### src/sv/adam_pkg.sv
// ----------------------------------------------------------------------------
// adam_pkg
// Shared types, widths and codes for the Adam element update unit.
// ----------------------------------------------------------------------------
package adam_pkg;

    localparam int ELEMENT_COUNT_DEF = 4096;

    localparam int IDX_W     = 12;
    localparam int DATA_W    = 32;
    localparam int COEF_W    = 24;
    localparam int POW_W     = 25;
    localparam int MOM2_W    = 64;
    localparam int CFG_IDX_W = 2;

    // iterative divider and square root widths
    localparam int DIV_NUM_W = 88;
    localparam int DIV_DEN_W = 33;
    localparam int SQ_IN_W   = 64;
    localparam int SQ_OUT_W  = 32;

    // register indexes
    localparam logic [CFG_IDX_W-1:0] CFG_LR  = 2'd0;
    localparam logic [CFG_IDX_W-1:0] CFG_B1  = 2'd1;
    localparam logic [CFG_IDX_W-1:0] CFG_B2  = 2'd2;
    localparam logic [CFG_IDX_W-1:0] CFG_EPS = 2'd3;

    localparam logic [COEF_W-1:0] LR_RST  = 24'd16777;
    localparam logic [COEF_W-1:0] B1_RST  = 24'd15099494;
    localparam logic [COEF_W-1:0] B2_RST  = 24'd16760438;
    localparam logic [DATA_W-1:0] EPS_RST = 32'd1;
    localparam logic [POW_W-1:0]  ONE_Q24 = 25'h1000000;

    // status codes
    localparam logic [1:0] ST_OK     = 2'd0;
    localparam logic [1:0] ST_SAT    = 2'd1;
    localparam logic [1:0] ST_NOSTEP = 2'd2;

    typedef struct packed {
        logic                     new_step;
        logic [IDX_W-1:0]         element_index;
        logic signed [DATA_W-1:0] gradient;
        logic signed [DATA_W-1:0] param_value;
    } t_adam_in;

    typedef struct packed {
        logic [IDX_W-1:0]         out_index;
        logic signed [DATA_W-1:0] new_param;
        logic [1:0]               status;
    } t_adam_out;

endpackage

### src/sv/adam_sqrt.sv
// ----------------------------------------------------------------------------
// adam_sqrt
// Floor integer square root, two radicand bits per cycle.
// ----------------------------------------------------------------------------
module adam_sqrt (
    input  logic                           i_clk,
    input  logic                           i_rst_n,
    input  logic                           i_start,
    input  logic [adam_pkg::SQ_IN_W-1:0]   i_rad,
    output logic                           o_done,
    output logic [adam_pkg::SQ_OUT_W-1:0]  o_root
);
    import adam_pkg::*;

    localparam int CW = $clog2(SQ_OUT_W);
    localparam int RW = SQ_OUT_W + 2;

    logic [SQ_IN_W-1:0]  r_x;
    logic [RW-1:0]       r_rem;
    logic [SQ_OUT_W-1:0] r_root;
    logic [CW-1:0]       r_cnt;
    logic                r_busy;
    logic                r_done;

    logic [RW:0]         rem_sh;
    logic [RW:0]         trial;
    logic                ge;

    assign rem_sh = {r_rem[RW-2:0], r_x[SQ_IN_W-1 -: 2]};
    assign trial  = {1'b0, r_root, 2'b01};
    assign ge     = rem_sh >= trial;

    always_ff @(posedge i_clk) begin
        if (!i_rst_n) begin
            r_busy <= 1'b0;
            r_done <= 1'b0;
            r_cnt  <= '0;
        end else begin
            r_done <= r_busy && !i_start && (r_cnt == CW'(SQ_OUT_W - 1));
            if (i_start) begin
                r_busy <= 1'b1;
                r_cnt  <= '0;
            end else if (r_busy) begin
                r_cnt <= r_cnt + 1'b1;
                if (r_cnt == CW'(SQ_OUT_W - 1)) begin
                    r_busy <= 1'b0;
                end
            end
        end
    end

    always_ff @(posedge i_clk) begin
        if (i_start) begin
            r_x    <= i_rad;
            r_rem  <= '0;
            r_root <= '0;
        end else if (r_busy) begin
            r_x    <= {r_x[SQ_IN_W-3:0], 2'b00};
            r_rem  <= ge ? RW'(rem_sh - trial) : rem_sh[RW-1:0];
            r_root <= {r_root[SQ_OUT_W-2:0], ge};
        end
    end

    assign o_done = r_done;
    assign o_root = r_root;

endmodule

### config.mk
export PLATFORM = sky130hd
export DESIGN_NAME = adam_sqrt
export DESIGN_NICKNAME = d
export VERILOG_FILES = /design/src/sv/adam_pkg.sv /design/src/sv/adam_sqrt.sv
export SDC_FILE = /design/constraint.sdc
export NUM_CORES = 1
export LEC_CHECK = 0
export ABC_CLOCK_PERIOD_IN_PS = 3450
export BUFFER_PORTS_ARGS = -buffer_cell sky130_fd_sc_hd__buf_2
export CORE_MARGIN = 1
export CORE_UTILIZATION = 59
export DETAILED_ROUTE_END_ITERATION = 10
export HOLD_SLACK_MARGIN = 0.1
export PLACE_DENSITY = 0.91
export SLEW_MARGIN = 20
export SYNTH_ARGS = -nofsm -noshare
export SYNTH_HDL_FRONTEND = slang
export SYNTH_SLANG_ARGS = --single-unit
### constraint.sdc
create_clock -name i_clk -period 3.45 [get_ports i_clk]
set_input_delay 0.1725 -clock i_clk [delete_from_list [all_inputs] [get_ports i_clk]]
set_output_delay 0.1725 -clock i_clk [all_outputs]
set_load 0.01 [all_outputs]
==> results.cfg, run 1 <==
[run_status]
status = complete, no violations

[detailed_routing]
vias = 6519
wirelength_mm = 21.1
initialDrtViolationCount = 634
first_pass_iters = 6
drc = 0
wire_per_inst_um = 19.4
ant_nets = 0
viasPerCell = 5.98

[timing]
fmax_mhz = 312
fin_crit_sh = 0.930
setup_slack_ps = 240
fin_crit_ps = 3210
fin_worst_skew_ps = 12.7
whs_ps = 293
slew_viol_final = 0
rsz0062_at_grt = no
slew_headroom = 0.449
hold_violations = 0
tightest_slew_ps = 826
fin_tns_setup_ps = 0
setup_viol = 0

[synth]
yosysWarnings = 0
synth_ff_type = dfxtp_1
yosysMostFrequentCell = nor2_1
netlist_area_mm2 = 0.00772
synthCells = 754
yosys.area.top_type = edfxtp_1
synthArstFlopShare = 0
synth_top_area_frac = 0.249
syn-num-nets = 857
ys_seq_area_frac = 0.436
synth-seq-cells = 136
synth_edf_count = 64
ys_top_cells_by_count = nor2_1, dfxtp_1, edfxtp_1, mux2_2, nand2_1
synthTopCellsByArea = edfxtp_1, dfxtp_1, mux2_2
yosysUniqueCellTypes = 76
syn_area_per_cell_um2 = 10.2

[finish]
final_area_mm2 = 0.00952
fillCellCount = 806
finalNonFillerCells = 1090
syn2layout_area_growth_pct = 23.3
multiInputGateArea_mm2 = 0.00399
layout.area.seq_mm2 = 0.00337
drive_above_1_share = 0.249
nets = 1007

[grt]
grt_usage = 0.319
grt_util_met3 = 0.0773
use_met2 = 0.571
grt_max_degree = 65
antenna_found_initial = 1
grt_util_met1 = 0.355
overflow = 0
grt_pass1_vias = 6373
busiest_layer = met2
grt_pass1_wl_mm = 32.1

[floorplan]
ios = 100
fp-row-count = 41
start_util = 0.609
core_area_mm2 = 0.0127
die_area_mm2 = 0.0136
die_height_um = 116
die_x_um = 116

[clock_network]
htree_levels = 4
clockRootBuffer = clkbuf_16
path_clk_slew_ps = 60
insertion_delay_ps = 430
clock_sinks = 136
cts.path.max_buffers = 2
cts_buffers = 17
post-cts-setup-buffer-count = 0
cts_tree = done

[hold_path]
hold_path_class = in -> reg

[placed_design]
post_dp_cell_area_mm2 = 0.00828
gp_congestion = 0.879
port_buffers = 99
place_hpwl_mm = 11.7
place_worst_setup_slack_ps = 377
dpl.cell_count = 992

[power_and_ir_drop]
clockPowerShare = 0.222
p_int_mw = 4.86
pwr-share-comb = 0.529
powerDensity_mw_per_mm2 = 883
switching_share = 0.423
p_seq_frac = 0.249
peakVddDrop_mv = 0.594
p_leak_nw = 3.96
p_sw_mw = 3.55

[setup_path]
crit_type = reg -> reg
cp_max_fo = 20
cp-start-kind = flop
arrival_ps = 3550
required_ps = 3790
critPathCaptureType = flop

[run]
cap_violations = 0
[critical path, cell delays in order, from the launching register on]
cell      delay, ps
dfxtp_1         370
inv_1            60
ha_1            370
o21ai_0         320
o21ai_2         130
a31oi_1         260
a211oi_2        110
o21ai_1         250
a21o_1          670
mux2_4          360
a211oi_2        230
[layout make-up]
cell class | instances | area share
sequential | 136 | 0.354
antenna | 1 | 0.000263
multi-input combinational | 536 | 0.419
clock inverter | 14 | 0.0169
timing repair buffer | 171 | 0.126
inverter | 42 | 0.0166
clock buffer | 18 | 0.0451
tap | 172 | 0.0226
[power groups by stage]
stage,clock (mW),combinational (mW),sequential [mW]
2_1_floorplan,0,3.66,2.05
3_3_place_gp,0,4.11,2.09
3_5_place_dp,0,4.19,2.10
4_1_cts,1.85,4.32,2.07
5_1_grt,1.95,4.77,2.11
6_report,1.87,4.44,2.09
[logic make-up (layout without fill, tap and decap cells)]
family | after synthesis | after routing | synth area share
simple gates | 209 | 209 | 0.125
compound gates | 147 | 147 | 0.141
flops | 136 | 136 | 0.436
mux | 115 | 115 | 0.160
buf+inv | 82 | 245 | 0.0478
fa+ha+maj | 36 | 36 | 0.0583
xor+xnor | 29 | 29 | 0.0329
other cells | 0 | 1 | 0
[per-layer routing]
| metal | vias up | part of all wire |
|---|---|---|
| li1 | 3030 | - |
| met1 | 3120 | 0.38 |
| met2 | 303 | 0.51 |
| met3 | 66 | 0.061 |
| met4 | 0 | 0.043 |
| met5 | - | 0 |
[timing repair]
item                                   CTS  global route
gates resized for setup                  0             0
endpoints found under the hold margin   65             0
hold buffers                            65             0
[registers in the layout, indices dropped and copies added, names as in the netlist]
register and cells:
r_cnt 5, o_done 1, o_root 32, r_x 64, r_busy 1, r_rem 33
[worst paths after layout]
path                           from                       to  slack (ps)  depth (start not counted)
min reg2reg  r_rem[16]$_SDFFE_PP0P_   r_rem[18]$_SDFFE_PP0P_         500                          2
max          o_root[7]$_SDFFE_PP0P_    r_rem[1]$_SDFFE_PP0P_         240                         10
max reg2reg  o_root[7]$_SDFFE_PP0P_    r_rem[1]$_SDFFE_PP0P_         240                         10
min                         i_start  o_root[18]$_SDFFE_PP0P_         290                          2
[stage by stage]
step	util	power, mW
detailed placement	0.654	6.29
finish	0.752	8.41
floorplan	-	5.71
global placement	0.654	6.20
CTS	0.751	8.24
global route	0.752	8.83
[placed cells by master (no fill, tap or decap), drive strengths merged, types with 4 or more instances in the layout]
master,instances
nand4,7
and3,4
nand2b,7
buf,106
a2111oi,4
a31oi,4
mux2,63
clkinv,4
a21oi,37
nor2,89
ha,36
inv,49
nor2b,4
a211oi,21
xnor2,14
dfxtp,72
clkbuf,18
o21ai,28
mux2i,52
a21o,8
edfxtp,64
nor3,9
o311ai,4
o31ai,9
nand3,11
xor2,15
nand2,57
and2,7
a311oi,7
dlygate4sd3,65
No activity file was read; power rests on OpenSTA's default activity.
==> run 2: changes to the inputs <==
Settings changed: RECOVER_POWER set to 25.
==> run 2 against run 1 <==
Compared with the run above: the flow now finishes with violations (max-capacitance violations, max-slew violations); total power is 0.20% lower; critical endpoint unchanged; core utilization is 0.28 points lower; critical path depth stayed put; non-clock buffer count stayed put; sequential power hardly changed; clock skew is 2.0 ps lower; clock power hardly changed; final cell count stayed put; highest routed layer unchanged.
==> results.cfg, run 2 (synthesis gave the netlist of run 1 again) <==
[setup_path]
crit_type = reg -> reg
rrSetupSlack_ps = 240
max_stage_delay_ps = 680
worstReg2RegStart = o_root[7]$_SDFFE_PP0P_
crit_top_cell = a211oi_2
required_ps = 3790
worstRegToRegCells = 10
cp_max_fo = 20
crit_chain = inv_1 > ha_1 > o21ai_0 > o21ai_2 > a31oi_1 > a211oi_2 > o21ai_1 > a21o_1 > mux2_4 > a211oi_2
rr_endpoint = r_rem[1]$_SDFFE_PP0P_
arrival_ps = 3550
crit_slowest_cell = a21o_1
cp-start-kind = flop
critPathCaptureType = flop

[placed_design]
place_worst_setup_slack_ps = 377
place_hpwl_mm = 11.7
gp_congestion = 0.879
dpl.cell_count = 992
port_buffers = 99

[grt]
antenna_found_initial = 1
grt_pass1_wl_mm = 32.1
grt_usage = 0.319
grt_max_degree = 65
grt_pass1_vias = 6373
overflow = 0

[timing]
fmax_mhz = 311
fin_tns_setup_ps = 0
fin_worst_skew_ps = 10.7
whs_ps = 296
setup_viol = 0
hold_violations = 0
fin_crit_sh = 0.931
tightest_slew_ps = 2100
setup_slack_ps = 238
slew_viol_final = 45
slew_headroom = -0.400
fin_crit_ps = 3210
rsz0062_at_grt = no

[clock_network]
cts_buffers = 17
clock_sinks = 136
cts_tree = done
insertion_delay_ps = 430
path_clk_slew_ps = 60
clockRootBuffer = clkbuf_16
htree_levels = 4
cts.path.max_buffers = 2

[finish]
drive_above_1_share = 0.218
finalNonFillerCells = 1090
nets = 1007
layout_commonest_cell = nor2_1
largest_register = r_x
mostFrequentLayoutCells = nor2_1, buf_2, dfxtp_1
largest_reg_flops = 64
final_core_util = 0.749
syn2layout_area_growth_pct = 22.9

[hold_path]
holdPathStages = 2
hold_path_class = in -> reg
min-delay-start = i_start
whs_endpoint = o_root[18]$_SDFFE_PP0P_

[run_status]
status = complete, but fails checks
violations = max-capacitance violations, max-slew violations

[floorplan]
core_area_mm2 = 0.0127
start_util = 0.609
fp-row-count = 41
die_x_um = 116
die_height_um = 116
die_area_mm2 = 0.0136
ios = 100

[power_and_ir_drop]
peakVddDrop_mv = 0.595
powerDensity_mw_per_mm2 = 884
p_leak_nw = 3.85

[run]
cap_violations = 1

[detailed_routing]
initialDrtViolationCount = 715
ant_nets = 0
first_pass_iters = 5
wire_per_inst_um = 19.4
drc = 0
viasPerCell = 6.00
wirelength_mm = 21.1
vias = 6540
==> run 2: cell type report <==
class | instances | area, µm²
Tap cell | 172 | 215
Sequential cell | 136 | 3370
Inverter | 42 | 158
Antenna cell | 1 | 2.50
Clock buffer | 18 | 429
Clock inverter | 14 | 161
Multi-Input combinational cell | 536 | 3990
Fill cell | 819 | 3180
Timing Repair Buffer | 171 | 1170
==> run 2: timing repair <==
item,in CTS,in global routing
hold buffers,65,0
gates resized for setup,0,0
hold endpoints to repair,65,0
setup buffers,0,0
setup endpoints to repair,0,0
==> run 2: per-stage QoR <==
step	power (mW)	cell area (µm²)
2_1_floorplan	5.71	7720
6_report	8.39	9490
4_1_cts	8.24	9520
3_5_place_dp	6.29	8280
5_1_grt	8.83	9490
3_3_place_gp	6.20	8280
==> run 2: power breakdown <==
part	internal, mW	switching [mW]	total (mW)
logic	1.85	2.59	4.43
clock network	1.08	0.780	1.86
registers	1.93	0.168	2.09
total	4.86	3.54	8.39
==> run 2: layer usage <==
metal  routed length, µm  vias to the layer above  track usage
met5                   0                        -            0
met4                 842                        0        0.150
met3                1350                       58       0.0773
met2               10800                      297        0.571
met1                8130                     3159        0.355
li1                    -                     3026            -
==> run 2: worst max-delay path by stage <==
stage,depth (start not counted),to,start
2_1_floorplan,11,r_rem[26]$_SDFFE_PP0P_,o_root[12]$_SDFFE_PP0P_
3_3_place_gp,10,r_rem[1]$_SDFFE_PP0P_,o_root[6]$_SDFFE_PP0P_
3_5_place_dp,10,r_rem[1]$_SDFFE_PP0P_,o_root[6]$_SDFFE_PP0P_
4_1_cts,10,r_rem[1]$_SDFFE_PP0P_,o_root[6]$_SDFFE_PP0P_
5_1_grt,10,r_rem[1]$_SDFFE_PP0P_,o_root[7]$_SDFFE_PP0P_
6_report,10,r_rem[1]$_SDFFE_PP0P_,o_root[7]$_SDFFE_PP0P_
==> run 2: critical path, delay by kind of cell, from the launching register on <==
family,cells,cell delay [ps]
compound gates,7,1960
fa+ha+maj,1,370
buf+inv,1,70
flops,1,370
mux,1,360
