--- src/sv/adam_pkg.sv ---
// ----------------------------------------------------------------------------
// adam_pkg
// Shared types, widths and codes for the Adam element update unit.
// ----------------------------------------------------------------------------
package adam_pkg;

    localparam int ELEMENT_COUNT_DEF = 4096;

    localparam int IDX_W     = 12;
    localparam int DATA_W    = 32;
    localparam int COEF_W    = 24;
    localparam int POW_W     = 25;
    localparam int MOM2_W    = 64;
    localparam int CFG_IDX_W = 2;

    // iterative divider and square root widths
    localparam int DIV_NUM_W = 88;
    localparam int DIV_DEN_W = 33;
    localparam int SQ_IN_W   = 64;
    localparam int SQ_OUT_W  = 32;

    // register indexes
    localparam logic [CFG_IDX_W-1:0] CFG_LR  = 2'd0;
    localparam logic [CFG_IDX_W-1:0] CFG_B1  = 2'd1;
    localparam logic [CFG_IDX_W-1:0] CFG_B2  = 2'd2;
    localparam logic [CFG_IDX_W-1:0] CFG_EPS = 2'd3;

    localparam logic [COEF_W-1:0] LR_RST  = 24'd16777;
    localparam logic [COEF_W-1:0] B1_RST  = 24'd15099494;
    localparam logic [COEF_W-1:0] B2_RST  = 24'd16760438;
    localparam logic [DATA_W-1:0] EPS_RST = 32'd1;
    localparam logic [POW_W-1:0]  ONE_Q24 = 25'h1000000;

    // status codes
    localparam logic [1:0] ST_OK     = 2'd0;
    localparam logic [1:0] ST_SAT    = 2'd1;
    localparam logic [1:0] ST_NOSTEP = 2'd2;

    typedef struct packed {
        logic                     new_step;
        logic [IDX_W-1:0]         element_index;
        logic signed [DATA_W-1:0] gradient;
        logic signed [DATA_W-1:0] param_value;
    } t_adam_in;

    typedef struct packed {
        logic [IDX_W-1:0]         out_index;
        logic signed [DATA_W-1:0] new_param;
        logic [1:0]               status;
    } t_adam_out;

endpackage

--- src/sv/adam_div.sv ---
// ----------------------------------------------------------------------------
// adam_div
// Restoring divider, one quotient bit per cycle, unsigned operands.
// ----------------------------------------------------------------------------
module adam_div (
    input  logic                            i_clk,
    input  logic                            i_rst_n,
    input  logic                            i_start,
    input  logic [adam_pkg::DIV_NUM_W-1:0]  i_num,
    input  logic [adam_pkg::DIV_DEN_W-1:0]  i_den,
    output logic                            o_done,
    output logic [adam_pkg::DIV_NUM_W-1:0]  o_quot
);
    import adam_pkg::*;

    localparam int CW = $clog2(DIV_NUM_W);

    logic [DIV_NUM_W-1:0] r_num;
    logic [DIV_DEN_W-1:0] r_den;
    logic [DIV_DEN_W-1:0] r_rem;
    logic [CW-1:0]        r_cnt;
    logic                 r_busy;
    logic                 r_done;

    logic [DIV_DEN_W:0]   rem_sh;
    logic [DIV_DEN_W:0]   diff;
    logic                 ge;

    assign rem_sh = {r_rem, r_num[DIV_NUM_W-1]};
    assign diff   = rem_sh - {1'b0, r_den};
    assign ge     = rem_sh >= {1'b0, r_den};

    always_ff @(posedge i_clk) begin
        if (!i_rst_n) begin
            r_busy <= 1'b0;
            r_done <= 1'b0;
            r_cnt  <= '0;
        end else begin
            r_done <= r_busy && !i_start && (r_cnt == CW'(DIV_NUM_W - 1));
            if (i_start) begin
                r_busy <= 1'b1;
                r_cnt  <= '0;
            end else if (r_busy) begin
                r_cnt <= r_cnt + 1'b1;
                if (r_cnt == CW'(DIV_NUM_W - 1)) begin
                    r_busy <= 1'b0;
                end
            end
        end
    end

    // quotient bits shift in as numerator bits shift out
    always_ff @(posedge i_clk) begin
        if (i_start) begin
            r_num <= i_num;
            r_den <= i_den;
            r_rem <= '0;
        end else if (r_busy) begin
            r_rem <= ge ? diff[DIV_DEN_W-1:0] : rem_sh[DIV_DEN_W-1:0];
            r_num <= {r_num[DIV_NUM_W-2:0], ge};
        end
    end

    assign o_done = r_done;
    assign o_quot = r_num;

endmodule

--- config.mk ---
export PLATFORM = sky130hd
export DESIGN_NAME = adam_div
export DESIGN_NICKNAME = d
export VERILOG_FILES = /design/src/sv/adam_pkg.sv /design/src/sv/adam_div.sv
export SDC_FILE = /design/constraint.sdc
export NUM_CORES = 1
export LEC_CHECK = 0
export ABC_AREA = 0
export BUFFER_PORTS_ARGS = -buffer_cell sky130_fd_sc_hd__buf_2
export CORE_MARGIN = 8
export CORE_UTILIZATION = 55
export CTS_CLUSTER_DIAMETER = 80
export DETAILED_ROUTE_END_ITERATION = 7
export PLACE_DENSITY_LB_ADDON = 0.25
export SLEW_MARGIN = 15
export SYNTH_ARGS = -nofsm -noshare
export SYNTH_HDL_FRONTEND = slang
export SYNTH_SLANG_ARGS = --single-unit
export TNS_END_PERCENT = 20
--- constraint.sdc ---
create_clock -name i_clk -period 6.9 [get_ports i_clk]
set_input_delay 0.69 -clock i_clk [delete_from_list [all_inputs] [get_ports i_clk]]
set_output_delay 0.69 -clock i_clk [all_outputs]
set_load 0.01 [all_outputs]
==> results.yml, run 1 <==
run_status:
  outcome: "complete, no violations"
layout:
  final_common_cell: "buf_2"
  area_growth_pct: 21.11
  final_area_sq_um: 10260
  finalCoreUtilization_pct: 67.77
  most-common-layout-cells: "buf_2 (211), edfxtp_1 (121), mux2_2 (88)"
  stdcell_count: 1121
  drive_gt1_share_pct: 37.02
  finalNetCount: 1079
drt:
  first_pass_iters: 7
  drtAntennaViolNets: 0
  wl_per_cell_um: 18.58
  vias_per_cell: 5.668
  wirelength_mm: 20.83
  routed-via-count: 6354
  drt_drc_violations_left: 0
  initialDrtViolationCount: 481
clocking:
  cts_root_buf: "clkbuf_16"
  clkLatencyLatePin_ps: 420
  clkSinkCount: 163
  hold_buffers: 0
  numCtsBuffers: 17
  tritoncts: "yes"
  clockBufferDepth: 2
  post_cts_resized: 0
  clk_pin_slew_ps: 70
  cts-htree-levels: 4
  cts_setup_buffers: 0
placed_design:
  placed_cell_area_sq_um: 9642
  hpwlAfterDp_mm: 15.31
  port_buffers: 212
  place.gp.congestion: 0.9097
  dp_cells: 1089
worst_setup_path:
  critPathArrivalTime_ps: 3780
  path_max_fanout: 29
  path_cells: "inv_1 -> ha_1 -> nand4_2 -> or3_4 -> nor3_2 -> nor2_1 -> a2111oi_2 -> or2_2 -> o311ai_0 -> a311oi_1"
  crit_path_start_kind: "flop"
  max_stage_delay_ps: 740
  cp_slowest_cell: "or2_2"
  cp-end-kind: "flop"
  cp.required_ps: 7230
  setup.worst_path.class: "reg2reg"
  path_delay_family: "simple AND/OR/NAND/NOR gates"
  crit_buf_inv: 1
timing:
  drv_slew: 0
  hold_violations: 0
  setup_violations: 0
  tns_ps: 0
  fin_worst_skew_ps: 10.08
  finalCritPeriodShare_pct: 49.99
  fmax_mhz: 289.9
  min_period_ps: 3449
  relSlewSlack_pct: 29.62
  rsz0062_at_grt: "no"
  tightest_slew_ps: 1052
yosys:
  ys_warn_count: 0
  synthFlopType: "edfxtp_1"
  synthArstFlopShare_pct: 0
  synthesis.nets: 880
  synthCells: 721
  avgSynthCellArea_sq_um: 11.76
  synth_cell_type_count: 56
  synth_top_cell_by_area: "edfxtp_1"
  syn_area_sq_um: 8476
  yosysTopAreaCellShare_pct: 42.87
  synth-seq-cells: 163
  ys_seq_area_share_pct: 52.79
  netlist_top_cells_area: "edfxtp_1 (43%), mux2_2 (12%), dfxtp_1 (9.9%)"
  synth_enable_flop_cells: 121
worst_hold_path:
  hp-class: "in2reg"
die:
  io-pin-count: 213
  start_util_pct: 55.96
  rows: 45
  die_h_um: 140.1
  die_x_um: 140.1
  die-area_sq_um: 19640
  core_area_sq_um: 15150
global_route:
  antenna_found_initial: 4
  grt_pass1_wl_mm: 32.69
  grt_usage_pct: 21.06
  grt_max_degree: 97
  grt_pass1_vias: 6358
  gr-total-overflow: 0
power_and_ir_drop:
  power-per-cell-area_nw_per_um2: 267.9
  ir_drop_v: 0.0002537
  p_leak_nw: 4.290
flow_run:
  cap_viol_max_count: 0
power by group:
| part | switching, mW | leakage, nW | total [mW] | internal [mW] |
|---|---|---|---|---|
| Clock | 0.413 | 0.301 | 0.995 | 0.582 |
| Combinational | 0.305 | 2.44 | 0.544 | 0.239 |
| Sequential | 0.0500 | 1.55 | 1.21 | 1.16 |
sequential cells by signal (all words and copies together) (netlist names):
name,flops
o_quot,88
r_busy,1
r_rem,33
o_done,1
r_cnt,7
r_den,33
cell type report:
| cell class | count | area (sq um) |
|---|---|---|
| timing repair buffer | 215 | 1090 |
| inverter | 48 | 181.4 |
| clock inverter | 14 | 195.2 |
| multi-input combinational | 475 | 3660 |
| tap | 188 | 235.2 |
| clock buffer | 17 | 425.4 |
| fill | 1165 | 4881 |
| antenna | 1 | 2.502 |
| sequential | 163 | 4476 |
cell usage after synthesis, drive strengths merged, types with 2 or more instances:
master	n
a2111oi	2
a211oi	22
a21o	8
a21oi	39
a311oi	8
a31oi	6
a32oi	5
and3	4
buf	7
clkbuf	28
dfxtp	42
edfxtp	121
ha	34
inv	48
mux2	88
mux2i	22
nand2	36
nand2b	8
nand3	11
nand3b	3
nand4	11
nand4b	3
nor2	46
nor2b	5
nor3	7
nor4	6
o211ai	4
o21a	4
o21ai	27
o21bai	6
o22ai	2
o311ai	7
o31ai	2
or2	3
or3	7
xnor2	17
xor2	12
path summary, 6_finish.rpt:
check                         from                      to  slack [ps]  depth (start not counted)
max            r_den[16]$_DFFE_PP_  r_rem[30]$_SDFFE_PP0P_        3450                         10
min                      i_den[18]     r_den[18]$_DFFE_PP_         440                          1
max reg2reg    r_den[16]$_DFFE_PP_  r_rem[30]$_SDFFE_PP0P_        3450                         10
min reg2reg  r_cnt[6]$_SDFFE_PP0P_   r_cnt[6]$_SDFFE_PP0P_         480                          2
metal layers:
metal  track usage [%]  share of wire (%)  up-vias
li1                  -                  -     3107
met1             24.84                 42     3010
met2             34.74                 48      206
met3             8.902                8.6       25
met4             5.543                1.3        6
met5                 0               0.18        -
through the flow:
stage	setup WS, ps	hold WS (ps)	total power, mW
3_3_place_gp	3551	473.9	1.761
5_1_grt	3060	413.5	2.873
4_1_cts	3443	420.0	2.768
3_5_place_dp	3450	480.9	1.770
2_1_floorplan	3923	441.6	1.599
6_report	3451	437.8	2.750
worst reg2reg max path: stages, from the launching register on:
cell and delay [ps]:
edfxtp_1 330, inv_1 50, ha_1 440, nand4_2 180, or3_4 440, nor3_2 180, nor2_1 90, a2111oi_2 330
or2_2 740, o311ai_0 290, a311oi_1 290
kinds of logic (layout without fill, tap and decap cells):
| logic type | count (synthesis) | after routing | synth area share (%) |
|---|---|---|---|
| flip-flops | 163 | 163 | 52.79 |
| AND/OR/NAND/NOR | 155 | 155 | 9.256 |
| AO/OA/AOI/OAI | 146 | 146 | 11.38 |
| multiplexers | 110 | 110 | 14.29 |
| buffers and inverters | 83 | 294 | 4.030 |
| adder cells (fa/ha/maj) | 35 | 35 | 5.255 |
| XOR/XNOR | 29 | 29 | 2.997 |
| other | 0 | 1 | 0 |
No activity file was read; power rests on OpenSTA's default activity.
==> inputs of run 2 (changes only) <==
--- a/config.mk
+++ b/config.mk
@@ -8,7 +8,7 @@
 export ABC_AREA = 0
 export BUFFER_PORTS_ARGS = -buffer_cell sky130_fd_sc_hd__buf_2
 export CORE_MARGIN = 8
-export CORE_UTILIZATION = 55
+export CORE_UTILIZATION = 49
 export CTS_CLUSTER_DIAMETER = 80
 export DETAILED_ROUTE_END_ITERATION = 7
 export PLACE_DENSITY_LB_ADDON = 0.25
==> constraint.sdc (replaced) <==
create_clock -name i_clk -period 3.12 [get_ports i_clk]
set_input_delay 0.312 -clock i_clk [delete_from_list [all_inputs] [get_ports i_clk]]
set_output_delay 0.312 -clock i_clk [all_outputs]
set_load 0.01 [all_outputs]
==> run 2 against run 1 <==
Net effect:
- maximum frequency grew 15%
- clock skew about the same
- clock power is 120% higher
- cell count rose by 6.6%
- hold slack got worse by 380 ps
- total power increased by 130%
- critical path depth up 4
- setup slack worse by 3300 ps
==> results.yml, run 2 (synthesized netlist as in run 1, its figures left out) <==
run_status:
  outcome: "complete, no violations"
worst_setup_path:
  worst_r2r_path_depth: 14
  rr_endpoint: "r_rem[8]$_SDFFE_PP0P_"
  cp.required_ps: 3450
  critical_path.startpoint: "o_quot[87]$_DFFE_PP_"
  setup.worst_path.class: "reg2reg"
  r2r_slack_ps: 130
  critPathArrivalTime_ps: 3320
  cp-end-kind: "flop"
  crit_path_start_kind: "flop"
  path_max_fanout: 15
  endpoint: "r_rem[8]$_SDFFE_PP0P_"
  r2r-start: "o_quot[87]$_DFFE_PP_"
layout:
  finalNetCount: 1116
  multi_input_comb_area_sq_um: 3697
  drive_gt1_share_pct: 39.90
  area_growth_pct: 25.86
  largest_register_ffs: 88
  diodes: 0
  final_common_cell: "buf_2"
  most-common-layout-cells: "buf_2 (211), edfxtp_1 (121), mux2_2 (88)"
  final_area_sq_um: 10670
  fillers: 1425
  seq_area_sq_um: 4476
placed_design:
  place.gp.congestion: 0.8633
  placed_cell_area_sq_um: 9988
  hpwlAfterDp_mm: 16.44
  port_buffers: 212
timing:
  fin_worst_skew_ps: 10.23
  relSlewSlack_pct: 49.05
  min_period_ps: 2987
  setup_violations: 0
  hold_violations: 0
  finalCritPeriodShare_pct: 95.73
  drv_slew: 0
  tightest_slew_ps: 761.4
  whs_ps: 60.14
  fmax_mhz: 334.8
drt:
  first_pass_iters: 5
  vias_per_cell: 5.428
  initialDrtViolationCount: 422
  wl_per_cell_um: 18.54
  drtAntennaViolNets: 0
  wirelength_mm: 22.15
  drt_drc_violations_left: 0
  routed-via-count: 6487
global_route:
  grt_usage_pct: 20.09
  antenna_found_initial: 4
  grt_pass1_vias: 6643
  grt_pass1_wl_mm: 34.72
  grt_max_degree: 123
  gr-total-overflow: 0
clocking:
  clkSinkCount: 163
  numCtsBuffers: 17
  cts_root_buf: "clkbuf_16"
  clk_pin_slew_ps: 70
  tritoncts: "yes"
  clkLatencyLatePin_ps: 430
  cts-htree-levels: 4
  clockBufferDepth: 2
  hold_buffers: 0
die:
  die_h_um: 147.5
  die_x_um: 147.5
  start_util_pct: 49.52
  io-pin-count: 213
  core_area_sq_um: 17120
  rows: 48
  die-area_sq_um: 21760
power_and_ir_drop:
  power-per-cell-area_nw_per_um2: 582.5
  p_leak_nw: 4.489
  ir_drop_v: 0.0004096
flow_run:
  cap_viol_max_count: 0
worst_hold_path:
  hp-class: "in2reg"
## run 2: cell types whose count changed in the layout (fill, tap and decap cells not counted), sizes merged
cell and change:
buf +37, inv +2, diode -1, clkinvlp -1, clkinv -1, clkbuf +1
## run 2: metrics by stage
| stage | instances | utilization [%] | TNS (ps) | power, mW | worst slack, ps |
|---|---|---|---|---|---|
| floorplan | 721 | - | 0 | 3.536 | 143.4 |
| global placement | 1161 | 58.36 | 0 | 3.995 | 30.65 |
| detailed placement | 1161 | 58.36 | -544.3 | 4.017 | -89.70 |
| CTS | 1193 | 62.00 | 0 | 6.236 | 47.28 |
| global route | 1195 | 62.32 | -155.2 | 6.484 | -20.74 |
| finish | 1195 | 62.32 | 0 | 6.214 | 133.2 |
## run 2: cell type report
type	count	share of cell area [%]
inverter	48	1.701
multi-input combinational	475	34.66
timing repair buffer	252	13.28
sequential	163	41.95
clock buffer	18	4.023
tap	225	2.639
clock inverter	14	1.748
## run 2: how the worst min path moves through the flow
stage                                startpoint                    end  slack (ps)  cells after the start
after floorplan                        i_den[0]     r_den[0]$_DFFE_PP_         410                      0
after global placement    r_cnt[6]$_SDFFE_PP0P_  r_cnt[6]$_SDFFE_PP0P_         470                      2
after detailed placement  r_cnt[6]$_SDFFE_PP0P_  r_cnt[6]$_SDFFE_PP0P_         480                      2
after CTS                             i_den[25]    r_den[25]$_DFFE_PP_          40                      1
after global routing                   i_den[5]     r_den[5]$_DFFE_PP_          50                      1
final                                  i_den[5]     r_den[5]$_DFFE_PP_          60                      1
## run 2: what timing repair did
action                                  CTS  global route
endpoints found under the hold margin     0             0
setup buffers                             0             2
pin swaps                                 0            14
resized for setup                         2            11
endpoints found under the setup margin   14            28
## run 2: power breakdown
| part | leakage, nW | total, mW | internal, mW | switching (mW) |
|---|---|---|---|---|
| sequential | 1.55 | 2.67 | 2.57 | 0.107 |
| combinational | 2.63 | 1.33 | 0.613 | 0.718 |
| clock | 0.303 | 2.21 | 1.29 | 0.922 |
| total | 4.49 | 6.21 | 4.47 | 1.75 |
## run 2: metal layers
| metal | vias up | part of all wire, % | GRT usage [%] |
|---|---|---|---|
| met3 | 34 | 9.0 | 7.857 |
| met2 | 239 | 48 | 32.64 |
| met4 | 8 | 1.9 | 7.139 |
| met5 | - | 0.22 | 0 |
| met1 | 3028 | 41 | 23.77 |
| li1 | 3178 | - | - |
## run 2: worst max-delay path, stage by stage, from the launching register on
cell,delay [ps]
edfxtp_1,390
inv_1,70
ha_1,150
inv_1,60
fa_2,350
a21o_1,200
a311oi_2,290
buf_4,170
nor3_2,40
nor2_2,220
a2111oi_4,110
or2_4,320
buf_8,180
mux2i_1,130
a211oi_1,220
==> inputs of run 3 (changes only) <==
--- a/config.mk
+++ b/config.mk
@@ -12,6 +12,7 @@
 export CTS_CLUSTER_DIAMETER = 80
 export DETAILED_ROUTE_END_ITERATION = 7
 export PLACE_DENSITY_LB_ADDON = 0.25
+export RECOVER_POWER = 25
 export SLEW_MARGIN = 15
 export SYNTH_ARGS = -nofsm -noshare
 export SYNTH_HDL_FRONTEND = slang
==> run 3 against run 2 <==
Net effect:
- hold slack improved by 2.1 ps
- via count shrank 0.17%
- critical path type unchanged
- highest routed layer unchanged
- maximum frequency barely moved
==> results.yml, run 3 (synthesized netlist as in run 1, its figures left out) <==
placed_design:
  place.gp.congestion: 0.8633
  hpwlAfterDp_mm: 16.44
  placed_cell_area_sq_um: 9988
  port_buffers: 212
power_and_ir_drop:
  p_int_mw: 4.460
  ir_drop_v: 0.0004063
  p_leak_nw: 4.426
  pwr-share-seq_pct: 43.1
  power-per-cell-area_nw_per_um2: 583.3
  pwr-share-comb_pct: 21.3
  swShare_pct: 28.14
  p_switching_mw: 1.747
  clkPwrFrac_pct: 35.6
timing:
  setup_violations: 0
  min_period_ps: 2988
  finalCritPeriodShare_pct: 95.76
  relSlewSlack_pct: 48.52
  tightest_slew_ps: 769.4
  hold_violations: 0
  drv_slew: 0
  fmax_mhz: 334.7
  tns_ps: 0
  fin_worst_skew_ps: 9.908
clocking:
  tritoncts: "yes"
  hold_buffers: 0
  cts-htree-levels: 4
  clk_pin_slew_ps: 70
  clkSinkCount: 163
  clkLatencyLatePin_ps: 420
  clockBufferDepth: 2
  cts_root_buf: "clkbuf_16"
  numCtsBuffers: 17
worst_setup_path:
  cp.required_ps: 3450
  rr_endpoint: "r_rem[8]$_SDFFE_PP0P_"
  endpoint: "r_rem[8]$_SDFFE_PP0P_"
  path_max_fanout: 15
  critical_path.startpoint: "o_quot[87]$_DFFE_PP_"
  cp-end-kind: "flop"
  worst_r2r_path_depth: 14
  critPathArrivalTime_ps: 3320
  setup.worst_path.class: "reg2reg"
  r2r_slack_ps: 130
  r2r-start: "o_quot[87]$_DFFE_PP_"
  crit_path_start_kind: "flop"
global_route:
  met1_usage_pct: 23.77
  antenna_found_initial: 4
  grt_usage_pct: 20.09
  grt_max_degree: 123
  use_met3_pct: 7.857
  gr-total-overflow: 0
  grt-busiest-layer: "met2"
  grt_pass1_wl_mm: 34.72
  grt_pass1_vias: 6643
  met2_usage_pct: 32.64
drt:
  drt_drc_violations_left: 0
  first_pass_iters: 5
  drtAntennaViolNets: 0
  wirelength_mm: 22.13
  initialDrtViolationCount: 413
  routed-via-count: 6476
  vias_per_cell: 5.419
  wl_per_cell_um: 18.52
die:
  die_h_um: 147.5
  core_area_sq_um: 17120
  rows: 48
  start_util_pct: 49.52
  die-area_sq_um: 21760
  die_x_um: 147.5
  io-pin-count: 213
worst_hold_path:
  hp-class: "in2reg"
  worstHoldPathCells: 1
flow_run:
  cap_viol_max_count: 0
layout:
  finalNetCount: 1116
  finalCoreUtilization_pct: 62.16
  most-common-layout-cells: "buf_2 (189), edfxtp_1 (121), mux2_2 (88)"
  drive_gt1_share_pct: 37.63
  final_common_cell: "buf_2"
  largest_register_ffs: 88
  diodes: 0
  area_growth_pct: 25.54
  fillers: 1432
  final_area_sq_um: 10640
run_status:
  outcome: "complete, no violations"
-- run 3: cell types whose count changed in the layout (fill, tap and decap cells not counted), sizes merged --
cell    previous run  this run
clkbuf            18        40
buf              252       230
-- run 3: cell type report --
class / count / area [sq um] / area share [%]
clock buffers: 18 / 429.2 / 4.033
clock inverters: 14 / 186.4 / 1.752
inverters: 48 / 181.4 / 1.705
multi-input cells: 475 / 3697 / 34.75
flip-flops and latches: 163 / 4476 / 42.06
well taps: 225 / 281.5 / 2.646
repair buffers: 252 / 1389 / 13.05
-- run 3: stage by stage --
stage          worst slack (ps)  power [mW]  std cells  hold WS, ps
2_1_floorplan             143.4       3.536        721        410.9
3_3_place_gp              30.65       3.995       1161        472.4
3_5_place_dp             -89.70       4.017       1161        483.5
4_1_cts                   47.28       6.236       1193        43.25
5_1_grt                  -20.74       6.477       1195        45.55
6_report                  132.2       6.207       1195        62.19
-- run 3: worst min path at each step --
stage	from	to	slack (ps)
after floorplan	i_den[0]	r_den[0]$_DFFE_PP_	410
after global placement	r_cnt[6]$_SDFFE_PP0P_	r_cnt[6]$_SDFFE_PP0P_	470
after detailed placement	r_cnt[6]$_SDFFE_PP0P_	r_cnt[6]$_SDFFE_PP0P_	480
after CTS	i_den[25]	r_den[25]$_DFFE_PP_	40
after global routing	i_den[5]	r_den[5]$_DFFE_PP_	50
final	i_den[5]	r_den[5]$_DFFE_PP_	60
-- run 3: layer usage --
layer	vias up	share of wire [%]
li1	3184	-
met1	3025	41
met2	225	48
met3	34	8.6
met4	8	1.9
met5	-	0.22
-- run 3: repair_timing --
action	CTS	global route
resized for setup	2	11
endpoints found under the setup margin	14	28
setup buffers	0	2
pin swaps	0	14
-- run 3: worst max-delay path, stage by stage (launching register included) --
cell	delay, ps
edfxtp_1	380
inv_1	70
ha_1	150
inv_1	60
fa_2	350
a21o_1	200
a311oi_2	290
buf_4	170
nor3_2	40
nor2_2	220
a2111oi_4	110
or2_4	320
buf_8	180
mux2i_1	130
a211oi_1	220
-- run 3: power by group through the flow --
| stage | sequential, mW | clock (mW) | combinational, mW |
|---|---|---|---|
| 2_1_floorplan | 2.76 | 0 | 0.775 |
| 3_3_place_gp | 2.71 | 0 | 1.28 |
| 3_5_place_dp | 2.71 | 0 | 1.30 |
| 4_1_cts | 2.67 | 2.25 | 1.31 |
| 5_1_grt | 2.70 | 2.33 | 1.45 |
| 6_report | 2.67 | 2.21 | 1.32 |
